<file path="src/sv/posd_pkg.sv">
// ----------------------------------------------------------------------------
// posd_pkg
// types and constants of the packed operand stream decoder
// ----------------------------------------------------------------------------
package posd_pkg;

	localparam int ByteW  = 8;
	localparam int ValueW = 32;
	localparam int LenW   = 3;
	localparam int RemW   = 3;

	typedef enum logic [2:0] {
		FMT_POS5   = 3'd0,
		FMT_NEG5   = 3'd1,
		FMT_POS13  = 3'd2,
		FMT_NEG13  = 3'd3,
		FMT_CREG5  = 3'd4,
		FMT_CREG13 = 3'd5,
		FMT_FULL   = 3'd6,
		FMT_FULL7  = 3'd7
	} fmt_t;

	localparam logic [ValueW-1:0] MaskNeg5  = 32'hffff_ffe0;
	localparam logic [ValueW-1:0] MaskNeg13 = 32'hffff_e000;
	localparam logic [ValueW-1:0] ConstBase = 32'h4000_0000;

	localparam logic [LenW-1:0] LenShort = 3'd1;
	localparam logic [LenW-1:0] LenMid   = 3'd2;
	localparam logic [LenW-1:0] LenFull  = 3'd5;

	localparam logic [RemW-1:0] RemNone = 3'd0;
	localparam logic [RemW-1:0] RemLast = 3'd1;
	localparam logic [RemW-1:0] RemFull = 3'd4;

endpackage

</file>
<file path="src/sv/packed_operand_stream_decoder.sv">
// ----------------------------------------------------------------------------
// packed_operand_stream_decoder
// decodes a byte stream of packed 32-bit operands into values
// ----------------------------------------------------------------------------
// input channel: in_valid, in_stall, in_byte; one byte per transaction
// output channel: out_valid, out_stall, value, encoded_length
// a lead byte's top three bits pick the format: 1-byte short, 2-byte
// 13-bit, or 5-byte full little-endian value; one transaction leaves
// on the output when the last byte of an encoding has been decoded
// throughput: one byte per cycle while in_stall is low, set by the single
// decode stage; a result is decoded from the byte in the input register
// and registered in the result register, which drives the output
// when out_stall holds a waiting result, bytes that finish no value still
// pass; a byte that finishes a value waits in the input register and
// in_stall rises until the result register is free
// reset clears the valid bits and the decode state; the first byte after
// reset is a lead byte
// ----------------------------------------------------------------------------
module packed_operand_stream_decoder (
	input  logic                          clk,
	input  logic                          arst_n,
	input  logic                          in_valid,
	output logic                          in_stall,
	input  logic [posd_pkg::ByteW-1:0]    in_byte,
	output logic                          out_valid,
	input  logic                          out_stall,
	output logic [posd_pkg::ValueW-1:0]   value,
	output logic [posd_pkg::LenW-1:0]     encoded_length
);

	logic                          valid_s1;
	logic [posd_pkg::ByteW-1:0]    byte_s1;
	logic                          valid_s2;
	logic [posd_pkg::ValueW-1:0]   value_s2;
	logic [posd_pkg::LenW-1:0]     len_s2;

	logic [posd_pkg::RemW-1:0]     rem_q;
	posd_pkg::fmt_t                kind_q;
	logic [posd_pkg::ValueW-1:0]   acc_q;

	logic                          emit;
	logic [posd_pkg::ValueW-1:0]   emit_value;
	logic [posd_pkg::LenW-1:0]     emit_len;
	logic [posd_pkg::RemW-1:0]     rem_d;
	posd_pkg::fmt_t                kind_d;
	logic [posd_pkg::ValueW-1:0]   acc_d;
	logic                          adv;

	// decode of the byte in the input register
	always_comb begin
		posd_pkg::fmt_t             lead;
		logic [posd_pkg::ValueW-1:0] low5;
		logic [posd_pkg::ValueW-1:0] hi13;
		logic [posd_pkg::ValueW-1:0] b32;
		lead       = posd_pkg::fmt_t'(byte_s1[7:5]);
		low5       = {27'd0, byte_s1[4:0]};
		hi13       = {19'd0, byte_s1[4:0], 8'd0};
		b32        = {24'd0, byte_s1};
		emit       = 1'b0;
		emit_value = '0;
		emit_len   = posd_pkg::LenShort;
		rem_d      = rem_q;
		kind_d     = kind_q;
		acc_d      = acc_q;
		if (rem_q == posd_pkg::RemNone) begin
			unique case (lead)
				posd_pkg::FMT_POS5: begin
					emit       = 1'b1;
					emit_value = low5;
				end
				posd_pkg::FMT_NEG5: begin
					emit       = 1'b1;
					emit_value = posd_pkg::MaskNeg5 | low5;
				end
				posd_pkg::FMT_CREG5: begin
					emit       = 1'b1;
					emit_value = posd_pkg::ConstBase | low5;
				end
				posd_pkg::FMT_POS13, posd_pkg::FMT_NEG13, posd_pkg::FMT_CREG13: begin
					kind_d = lead;
					acc_d  = hi13;
					rem_d  = posd_pkg::RemLast;
				end
				posd_pkg::FMT_FULL, posd_pkg::FMT_FULL7: begin
					kind_d = lead;
					acc_d  = '0;
					rem_d  = posd_pkg::RemFull;
				end
			endcase
		end else if (kind_q == posd_pkg::FMT_POS13 || kind_q == posd_pkg::FMT_NEG13 ||
				kind_q == posd_pkg::FMT_CREG13) begin
			emit     = 1'b1;
			emit_len = posd_pkg::LenMid;
			if (kind_q == posd_pkg::FMT_NEG13) begin
				emit_value = acc_q | b32 | posd_pkg::MaskNeg13;
			end else if (kind_q == posd_pkg::FMT_CREG13) begin
				emit_value = acc_q | b32 | posd_pkg::ConstBase;
			end else begin
				emit_value = acc_q | b32;
			end
			rem_d = posd_pkg::RemNone;
			acc_d = '0;
		end else begin
			// full format: bytes land low to high
			unique case (rem_q)
				3'd4:    acc_d = acc_q | b32;
				3'd3:    acc_d = acc_q | {b32[23:0], 8'd0};
				3'd2:    acc_d = acc_q | {b32[15:0], 16'd0};
				default: acc_d = acc_q | {b32[7:0], 24'd0};
			endcase
			rem_d = rem_q - 3'd1;
			if (rem_q == posd_pkg::RemLast) begin
				emit       = 1'b1;
				emit_len   = posd_pkg::LenFull;
				emit_value = acc_d;
				acc_d      = '0;
			end
		end
	end

	assign adv      = valid_s1 && !(emit && valid_s2 && out_stall);
	assign in_stall = valid_s1 && !adv;

	always_ff @(posedge clk or negedge arst_n) begin
		if (!arst_n) begin
			valid_s1 <= 1'b0;
		end else if (!in_stall) begin
			valid_s1 <= in_valid;
		end
	end

	always_ff @(posedge clk or negedge arst_n) begin
		if (!arst_n) begin
			byte_s1 <= '0;
		end else if (in_valid && !in_stall) begin
			byte_s1 <= in_byte;
		end
	end

	always_ff @(posedge clk or negedge arst_n) begin
		if (!arst_n) begin
			rem_q  <= posd_pkg::RemNone;
			kind_q <= posd_pkg::FMT_POS5;
			acc_q  <= '0;
		end else if (adv) begin
			rem_q  <= rem_d;
			kind_q <= kind_d;
			acc_q  <= acc_d;
		end
	end

	always_ff @(posedge clk or negedge arst_n) begin
		if (!arst_n) begin
			valid_s2 <= 1'b0;
		end else if (adv && emit) begin
			valid_s2 <= 1'b1;
		end else if (!out_stall) begin
			valid_s2 <= 1'b0;
		end
	end

	always_ff @(posedge clk) begin
		if (adv && emit) begin
			value_s2 <= emit_value;
			len_s2   <= emit_len;
		end
	end

	assign out_valid      = valid_s2;
	assign value          = value_s2;
	assign encoded_length = len_s2;

endmodule

</file>
<file path="config.mk">
export PLATFORM = sky130hd
export DESIGN_NAME = packed_operand_stream_decoder
export DESIGN_NICKNAME = d
export VERILOG_FILES = /design/src/sv/posd_pkg.sv /design/src/sv/packed_operand_stream_decoder.sv
export SDC_FILE = /design/constraint.sdc
export NUM_CORES = 1
export LEC_CHECK = 0
export ABC_AREA = 1
export CAP_MARGIN = 20
export CORE_ASPECT_RATIO = 1.5
export CORE_MARGIN = 5
export CORE_UTILIZATION = 55
export DETAILED_ROUTE_END_ITERATION = 8
export DONT_BUFFER_PORTS = 1
export PLACE_DENSITY = 0.79
export SKIP_LAST_GASP = 1
export SLEW_MARGIN = 20
export SYNTH_ARGS = -nofsm -noshare
export SYNTH_HDL_FRONTEND = slang
export SYNTH_SLANG_ARGS = --single-unit
</file>
<file path="constraint.sdc">
create_clock -name clk -period 3.2 [get_ports clk]
set_input_delay 0 -clock clk [delete_from_list [all_inputs] [get_ports clk]]
set_output_delay 0 -clock clk [all_outputs]
set_load 0.03 [all_outputs]
</file>
---- Word level (Yosys, flattened, before mapping) ----
Index checks and enable logic that the tools add are counted.
storage, ports and cells
  memory bits (writable) .................. 0
  memories ................................ 0
  input port bits ......................... 12
  latch bits .............................. 0
  ROM bits ................................ 0
  flip-flop bits (word level) ............. 83
operators by class
  add/sub/neg operators ................... 1
  bitwise gates (word level) .............. 4
  reduce and logical (&&, ||, !) cells .... 20
  shift-type cells ........................ 0
  $lt $le $gt $ge ......................... 0
  divide/modulo/power cells ............... 0
  multiplexer cells ....................... 22
  equal/unequal tests ..................... 16
  multiply operators ...................... 0
operators with widths
  operator                                              number
  two-way mux 32 bit                                    7
  case mux 32 bit (3 select lines)                      2
  case mux 32 bit (2 select lines)                      1
  OR 32 x 16 -> 32 bit                                  1
  OR 32 x 24 -> 32 bit                                  1
  OR 32 bit                                             1
  OR 32 x 8 -> 32 bit                                   1
  two-way mux 31 bit                                    1
  equality test 3 x 2 -> 1 bit (second input constant)  6
  equality test 3 bit (second input constant)           6
  two-way mux 3 bit                                     3
  equality test 3 x 1 -> 1 bit (second input constant)  2
  logical AND 1 bit                                     6
  zero test 3 bit                                       2
  two-way mux 1 bit                                     6
  case mux 3 bit (2 select lines)                       1
  OR reduction 3 bit                                    2
  OR reduction 5 bit                                    1
  OR reduction 2 bit                                    2
  zero test 1 bit                                       3
  != test 3 x 1 -> 1 bit (second input constant)        1
  AND reduction 3 bit                                   1
  subtractor 3 x 1 -> 3 bit (second input constant)     1
  logical OR 1 bit                                      2
  3 further kinds                                       3

---- Longest topological paths before layout ----
Gate-level depths: netlist of the first run.
  depth in word-level cells ............... 13
  depth in mapped cells ................... 10

---- Least setup slack after synthesis of the first run ----
OpenSTA, ideal clock, no wires.
  path type ............................... register to register
  start point ............................. reg rem_q[0] (netlist name)
  end point ............................... reg len_s2, in the netlist encoded_length[0], enable pin
  setup time .............................. 390 ps
  data required time ...................... 2,810 ps
  path buffers ............................ 1
  setup slack ............................. 823 ps
  cell stages (with the launch flop) ...... 8
  arrival time ............................ 1,987 ps
  period minus slack after synthesis ...... 2,377 ps
  cell sequence ........................... dfrtp_1 > inv_1 > ha_1 > nand2_2 > nand4_4 > buf_2 > nand4_1 > inv_1
between the ends
  longest elaborated chain between the ends .. 9
  elaborated cells on any way between the ends .. 10
ends and longest elaborated chain
  element                         line                                  RTL
  start: declaration              packed_operand_stream_decoder.sv:37   logic [posd_pkg::RemW-1:0] rem_q;
  start signal: assignment        packed_operand_stream_decoder.sv:142  rem_q <= posd_pkg::RemNone;
  start signal: assignment        packed_operand_stream_decoder.sv:146  rem_q <= rem_d;
  equality test 3 x 1 -> 1 bit    packed_operand_stream_decoder.sv:112  if (rem_q == posd_pkg::RemLast) begin
  two-way mux 1 bit               packed_operand_stream_decoder.sv:112
  two-way mux 1 bit               packed_operand_stream_decoder.sv:90   end else if (kind_q == posd_pkg::FMT_POS13 || kind_q == posd_pkg::FMT_NEG13 ||
  two-way mux 1 bit *             packed_operand_stream_decoder.sv:65   if (rem_q == posd_pkg::RemNone) begin
  logical AND 1 bit (2 in a row)  packed_operand_stream_decoder.sv:121  assign adv = valid_s1 && !(emit && valid_s2 && out_stall);
  zero test 1 bit                 packed_operand_stream_decoder.sv:121
  logical AND 1 bit               packed_operand_stream_decoder.sv:121
  logical AND 1 bit *             packed_operand_stream_decoder.sv:163  if (adv && emit) begin
  end signal: assignment          packed_operand_stream_decoder.sv:165  len_s2 <= emit_len;
  end: declaration                packed_operand_stream_decoder.sv:35   logic [posd_pkg::LenW-1:0] len_s2;
Every way passes the cells marked *; elsewhere a longest branch is shown, timed or not.
A chain may end at the register's enable or synchronous reset.

---- Final worst setup path of the first run ----
  start point ............................. reg rem_q[0] (netlist name)
  end point ............................... reg byte_s1[4] (netlist name)
between the ends
  longest elaborated chain between the ends .. 12
  elaborated cells on any way between the ends .. 13
ends and longest elaborated chain
  element                           line                                  RTL
  equality test 3 x 1 -> 1 bit      packed_operand_stream_decoder.sv:112
  two-way mux 1 bit                 packed_operand_stream_decoder.sv:112
  two-way mux 1 bit                 packed_operand_stream_decoder.sv:90
  two-way mux 1 bit *               packed_operand_stream_decoder.sv:65
  logical AND 1 bit * (2 in a row)  packed_operand_stream_decoder.sv:121
  zero test 1 bit *                 packed_operand_stream_decoder.sv:121
  logical AND 1 bit *               packed_operand_stream_decoder.sv:121
  zero test 1 bit *                 packed_operand_stream_decoder.sv:122  assign in_stall = valid_s1 && !adv;
  logical AND 1 bit *               packed_operand_stream_decoder.sv:122
  zero test 1 bit *                 packed_operand_stream_decoder.sv:135  end else if (in_valid && !in_stall) begin
  logical AND 1 bit *               packed_operand_stream_decoder.sv:135
  end signal: assignment            packed_operand_stream_decoder.sv:136  byte_s1 <= in_byte;
  end: declaration                  packed_operand_stream_decoder.sv:32   logic [posd_pkg::ByteW-1:0] byte_s1;
Marked as above.

==> flow_metrics.py, run 1 <==
metrics = {
    "floorplan": {
        "coreArea_sq_mm": 0.007908,
        "pin_count": 49,
        "fp.dieH_microns": 119.4,
        "fp.dieW_microns": 82.93,
        "initial_utilization_pct": 55.49,
        "die_area_sq_mm": 0.009901,
        "num_rows": 40,
    },
    "final_layout": {
        "final_area_sq_mm": 0.004875,
        "synthToLayoutAreaGrowth_pct": 11.09,
        "nets": 538,
        "antennaDiodeCount": 0,
        "finalNonFillerCells": 631,
        "drive_above_1_share_pct": 5.894,
        "utilization_pct": 61.65,
        "n_fill_cell": 670,
    },
    "power_and_ir_drop": {
        "p_sw_share_pct": 46.88,
        "ir_drop_mv": 0.5853,
        "power_switching_mw": 2.348,
        "clkPwrFrac_pct": 18.1,
        "design_power_total_mw": 5.008,
        "p_per_area_mw_per_mm2": 1027,
        "leakage_nw": 2.199,
        "share_comb_of_total_power_pct": 37.0,
        "p_seq_share_pct": 44.9,
        "internal_power_mw": 2.660,
    },
    "clocking": {
        "insertion_delay_ns": 0.34,
        "cts.sinks": 83,
        "root_buffer": "clkbuf_16",
        "post-cts-setup-buffers": 0,
        "cts_tree": "done",
        "cts_buffers": 9,
        "clockBufferDepth": 2,
        "hold_buffers": 20,
        "clkTransAtPathRegs_ns": 0.06,
        "cts-resized-gates": 0,
        "htree_levels": 3,
    },
    "yosys": {
        "ys.flop_type": "dfrtp_1",
        "syn_inst": 515,
        "yosysTopAreaCell": "dfrtp_1",
        "async_reset_ff_share_pct": 57.83,
        "syn_area_sq_mm": 0.004388,
        "synth_seq_cells": 83,
        "netlist_top_cells_count": "nand2_1, inv_1, dfrtp_1",
        "synth_area_leaders": "dfrtp_1, edfxtp_1, nand2_1",
        "synth_edf_count": 35,
        "synth_seq_area_share_pct": 51.33,
        "syn_nets": 532,
        "synth.most_common_cell": "nand2_1",
        "avgSynthCellArea_sq_um": 8.520,
        "ys_types": 26,
        "synth_warnings": 0,
        "synth_top_area_share_pct": 27.37,
    },
    "setup_path": {
        "path_max_fanout": 33,
        "worstPathRequired_ns": 3.48,
        "reg2reg_slack_ns": 0.41,
        "worstSetupEndpointType": "flop",
        "r2r_cells": 8,
        "criticalPathCategory": "flop to flop",
        "arrival_ns": 3.07,
        "critPathLaunchType": "flop",
    },
    "run_status": {
        "outcome": "finished clean",
    },
    "timing": {
        "min_period_over_period_pct": 87.18,
        "rsz0062_at_grt": "no",
        "slew_headroom_pct": 27.90,
        "slew_viol_final": 0,
        "hold_viol": 0,
        "worstMarginPinSlew_ns": 1.081,
        "max_freq_mhz": 358.4,
        "tns_ns": 0,
        "clock_skew_ns": 0.004280,
        "period_minus_slack_ns": 2.790,
        "finalSetupViolCount": 0,
    },
    "global_routing": {
        "grt_max_degree": 49,
        "first_global_vias": 3765,
        "antenna_found_initial": 0,
        "overflow": 0,
        "grt_pass1_wl_mm": 18.80,
        "grt_usage_pct": 23.85,
    },
    "placed_design": {
        "dp_cells": 595,
        "gp_congestion": 0.8880,
        "placement.cell_area_sq_mm": 0.004405,
        "hpwlAfterDp_mm": 6.886,
        "port_buffers": 0,
    },
    "detailed_routing": {
        "vias": 3719,
        "drt_iter0_drc": 527,
        "via_per_inst": 5.894,
        "ant_nets": 0,
        "wirelength_mm": 11.24,
        "dr.pass1.iters": 7,
        "drc_errors": 0,
        "routedWlPerCell_microns": 17.81,
    },
    "hold_path": {
        "hold_path_class": "primary input to async pin",
    },
    "job": {
        "maxCapViolations": 0,
    },
}
[registers in the layout, indices dropped and copies added, names as in the netlist]
register and count:
encoded_length 3, valid_s1 1, rem_q 3, out_valid 1, value 32, kind_q 3, acc_q 32, byte_s1 8
[power groups by stage]
stage,Sequential (mW),Clock [mW],Combinational (mW)
finish,2.25,0.909,1.85
global route,2.29,0.966,2.08
CTS,2.25,0.922,1.83
detailed placement,2.26,0,1.78
global placement,2.25,0,1.74
floorplan,2.17,0,1.45
[path summary, 6_finish.rpt]
kind,start,end
max,rem_q[0]$_DFFE_PN0P_,byte_s1[4]$_DFFE_PN0P_
min,arst_n,acc_q[22]$_DFFE_PN0P_
max reg2reg,rem_q[0]$_DFFE_PN0P_,byte_s1[4]$_DFFE_PN0P_
min reg2reg,acc_q[0]$_DFFE_PN0P_,acc_q[0]$_DFFE_PN0P_
max in group asynchronous,arst_n,acc_q[27]$_DFFE_PN0P_
min in group clk,in_valid,byte_s1[1]$_DFFE_PN0P_
[metrics by stage]
step	hold WS (ns)	setup WS (ns)
after detailed placement	-0.2940	0.6268
final	0.1716	0.4101
after global placement	-0.2938	0.7106
after global routing	0.2073	0.2393
after floorplan	-0.2956	0.8234
after CTS	0.1936	0.4615
[final cells by class]
cell class	count	area, sq um	share of cell area [%]
inverter	57	214.0	4.389
clock buffer	15	247.7	5.082
tap	105	131.4	2.695
multi-input combinational	345	1770	36.32
timing repair buffer	25	255.2	5.236
clock inverter	1	3.754	0.07700
sequential	83	2252	46.20
[worst max-delay path: stages (launching register included)]
cell and delay [ns]:
dfrtp_1 0.41, inv_1 0.10, ha_1 0.26, nand2_2 0.15
nand4_4 0.49, nand4_1 0.52, nand3_1 0.12, dlygate4sd3_1 0.59
nand2_1 0.07
[cells by family (layout without fill, tap and decap cells)]
kind of cell / Yosys count / in the layout / share of synthesized area [%]
AOI/OAI and AO/OA: 86 / 86 / 12.00
adders and majority gates: 5 / 5 / 1.426
buffers and inverters: 87 / 98 / 8.326
DFF: 83 / 83 / 51.33
and+or+nand+nor: 254 / 254 / 26.92
[routing by layer]
layer,vias to the layer above,share of wire (%),GRT usage (%)
met1,1747,39,28.02
met5,-,0,0
met4,0,4.4,12.58
met2,172,51,41.37
li1,1763,-,-
met3,37,5.5,4.014
[cells in the final DEF, fill, tap and decap left out]
master           n
buf_4            5
nor2_4           1
a21oi_1         11
inv_1           54
nand3_1         26
clkbuf_16        9
nand3_4          2
a21oi_2          1
nand2_2          2
nand3_2          2
inv_2            3
clkinv_1         1
or2_2            3
nand4_4          1
nor2_2           1
o211ai_1        21
ha_1             5
dlygate4sd3_1   19
nor2_1          27
edfxtp_1        35
o21bai_1        16
o21ai_0         37
nand4_1         46
buf_16           1
clkbuf_1         6
nand2_1        143
dfrtp_1         48
No activity file was read; power rests on OpenSTA's default activity.
==> run 2: changes to the inputs <==
--- a/config.mk
+++ b/config.mk
@@ -11,6 +11,6 @@
 export CORE_MARGIN = 5
-export CORE_UTILIZATION = 55
+export CORE_UTILIZATION = 30
 export DETAILED_ROUTE_END_ITERATION = 8
 export DONT_BUFFER_PORTS = 1
-export PLACE_DENSITY = 0.79
+export PLACE_DENSITY = 0.53
 export SKIP_LAST_GASP = 1
--- a/constraint.sdc
+++ b/constraint.sdc
@@ -3,2 +3,2 @@
 set_output_delay 0 -clock clk [all_outputs]
-set_load 0.03 [all_outputs]
+set_load 0.02 [all_outputs]
==> flow_metrics.py, run 2 (synthesized netlist as in run 1, its figures left out) <==
metrics = {
    "power_and_ir_drop": {
        "p_sw_share_pct": 44.59,
        "p_seq_share_pct": 41.8,
        "leakage_nw": 2.230,
        "power_switching_mw": 2.253,
        "clkPwrFrac_pct": 21.4,
        "ir_drop_mv": 0.3093,
        "p_per_area_mw_per_mm2": 1002,
        "internal_power_mw": 2.799,
        "share_comb_of_total_power_pct": 36.8,
    },
    "setup_path": {
        "reg2reg_from": "rem_q[0]$_DFFE_PN0P_",
        "r2r_cells": 8,
        "reg2reg_to": "byte_s1[4]$_DFFE_PN0P_",
        "path_max_fanout": 33,
        "worstSetupEndpointType": "flop",
        "arrival_ns": 3.11,
        "reg2reg_slack_ns": 0.37,
        "criticalPathCategory": "flop to flop",
        "worstSetupStartpoint": "rem_q[0]$_DFFE_PN0P_",
        "worstPathRequired_ns": 3.48,
        "critPathLaunchType": "flop",
    },
    "clocking": {
        "root_buffer": "clkbuf_16",
        "htree_levels": 3,
        "clkTransAtPathRegs_ns": 0.06,
        "cts_tree": "done",
        "cts-resized-gates": 0,
        "clockBufferDepth": 2,
        "cts_buffers": 9,
        "cts.sinks": 83,
        "post-cts-setup-buffers": 0,
        "insertion_delay_ns": 0.34,
    },
    "floorplan": {
        "pin_count": 49,
        "fp.dieW_microns": 108.7,
        "coreArea_sq_mm": 0.01446,
        "fp.dieH_microns": 158.1,
        "initial_utilization_pct": 30.35,
        "die_area_sq_mm": 0.01719,
        "num_rows": 54,
    },
    "run_status": {
        "outcome": "complete, but fails checks",
        "violations": "negative hold slack",
    },
    "timing": {
        "min_period_over_period_pct": 88.42,
        "max_freq_mhz": 353.4,
        "worstMarginPinSlew_ns": 1.119,
        "slew_viol_final": 0,
        "hold_viol": 1,
        "clock_skew_ns": 0.003664,
        "period_minus_slack_ns": 2.829,
        "slew_headroom_pct": 25.39,
        "finalSetupViolCount": 0,
        "finalHoldWorstSlack_ns": -0.01258,
        "tns_ns": 0,
        "rsz0062_at_grt": "no",
    },
    "detailed_routing": {
        "drc_errors": 0,
        "dr.pass1.iters": 5,
        "routedWlPerCell_microns": 16.49,
        "ant_nets": 0,
        "drt_iter0_drc": 208,
        "wirelength_mm": 11.89,
        "via_per_inst": 5.064,
        "vias": 3651,
    },
    "final_layout": {
        "antennaDiodeCount": 0,
        "finalNonFillerCells": 721,
        "utilization_pct": 34.87,
        "synthToLayoutAreaGrowth_pct": 14.88,
        "final_cell_mix": "nand2_1, inv_1, dfrtp_1",
        "final_common_cell": "nand2_1",
        "nets": 537,
        "drive_above_1_share_pct": 7.238,
    },
    "placed_design": {
        "port_buffers": 0,
        "gp_congestion": 0.8629,
        "dp_cells": 686,
        "hpwlAfterDp_mm": 7.824,
    },
    "global_routing": {
        "antenna_found_initial": 0,
        "first_global_vias": 3439,
        "grt_usage_pct": 14.30,
        "overflow": 0,
        "grt_pass1_wl_mm": 18.59,
        "grt_max_degree": 49,
    },
    "hold_path": {
        "hold_end": "valid_s1$_DFFE_PN0N_",
        "min-delay-start": "in_valid",
        "hold_path_class": "primary input to flop",
        "whs_path_depth": 2,
    },
    "job": {
        "maxCapViolations": 0,
    },
}
## run 2: power by group through the flow
| stage | combinational [mW] | sequential [mW] | clock, mW |
|---|---|---|---|
| 2_1_floorplan | 1.45 | 2.03 | 0 |
| 4_1_cts | 1.88 | 2.12 | 1.10 |
| 3_5_place_dp | 1.83 | 2.14 | 0 |
| 3_3_place_gp | 1.80 | 2.14 | 0 |
| 6_report | 1.86 | 2.11 | 1.08 |
| 5_1_grt | 2.09 | 2.16 | 1.15 |
## run 2: worst max path at each step
stage	end	slack (ns)	cells past startpoint
finish	byte_s1[4]$_DFFE_PN0P_	0.37	8
global route	byte_s1[2]$_DFFE_PN0P_	0.23	8
global placement	value[2]$_DFFE_PP_	0.56	9
detailed placement	value[2]$_DFFE_PP_	0.47	9
floorplan	encoded_length[0]$_SDFFCE_PP1P_	0.82	7
CTS	byte_s1[4]$_DFFE_PN0P_	0.38	8
## run 2: layout make-up
cell class	count	area, sq um
fillers	1531	9418
flip-flops and latches	83	2252
multi-input cells	345	1770
clock buffers	12	266.5
repair buffers	24	245.2
well taps	196	245.2
inverters	57	214.0
clock inverters	4	47.55
## run 2: critical path: stages, from the launching register on
cell           delay, ns
dfrtp_1             0.42
inv_1               0.11
ha_1                0.27
nand2_2             0.16
nand4_4             0.48
nand4_1             0.53
nand3_1             0.13
dlygate4sd3_1       0.58
nand2_1             0.06
## run 2: per-layer routing
layer  vias up  global-route usage [%]  wire length [microns]
li1       1756                       -                      -
met1      1778                   17.27                   5095
met2        95                   24.43                   5995
met3        22                   2.489                    396
met4         0                   6.980                    405
met5         -                       0                      0
## run 2: stage by stage
step / cell area (sq um) / worst slack, ns / hold WS, ns / total power [mW]
2_1_floorplan: 4388 / 0.8234 / -0.2956 / 3.476
3_3_place_gp: 4519 / 0.5627 / -0.2933 / 3.936
3_5_place_dp: 4519 / 0.4718 / -0.2934 / 3.972
4_1_cts: 5041 / 0.3789 / 0.001585 / 5.099
5_1_grt: 5041 / 0.2255 / 0.01131 / 5.395
6_report: 5041 / 0.3706 / -0.01258 / 5.052
## run 2: what timing repair did
action | 4_1_cts | 5_1_grt
endpoints found under the hold margin | 57 | 0
endpoints found under the setup margin | 0 | 0
hold buffers | 19 | 0
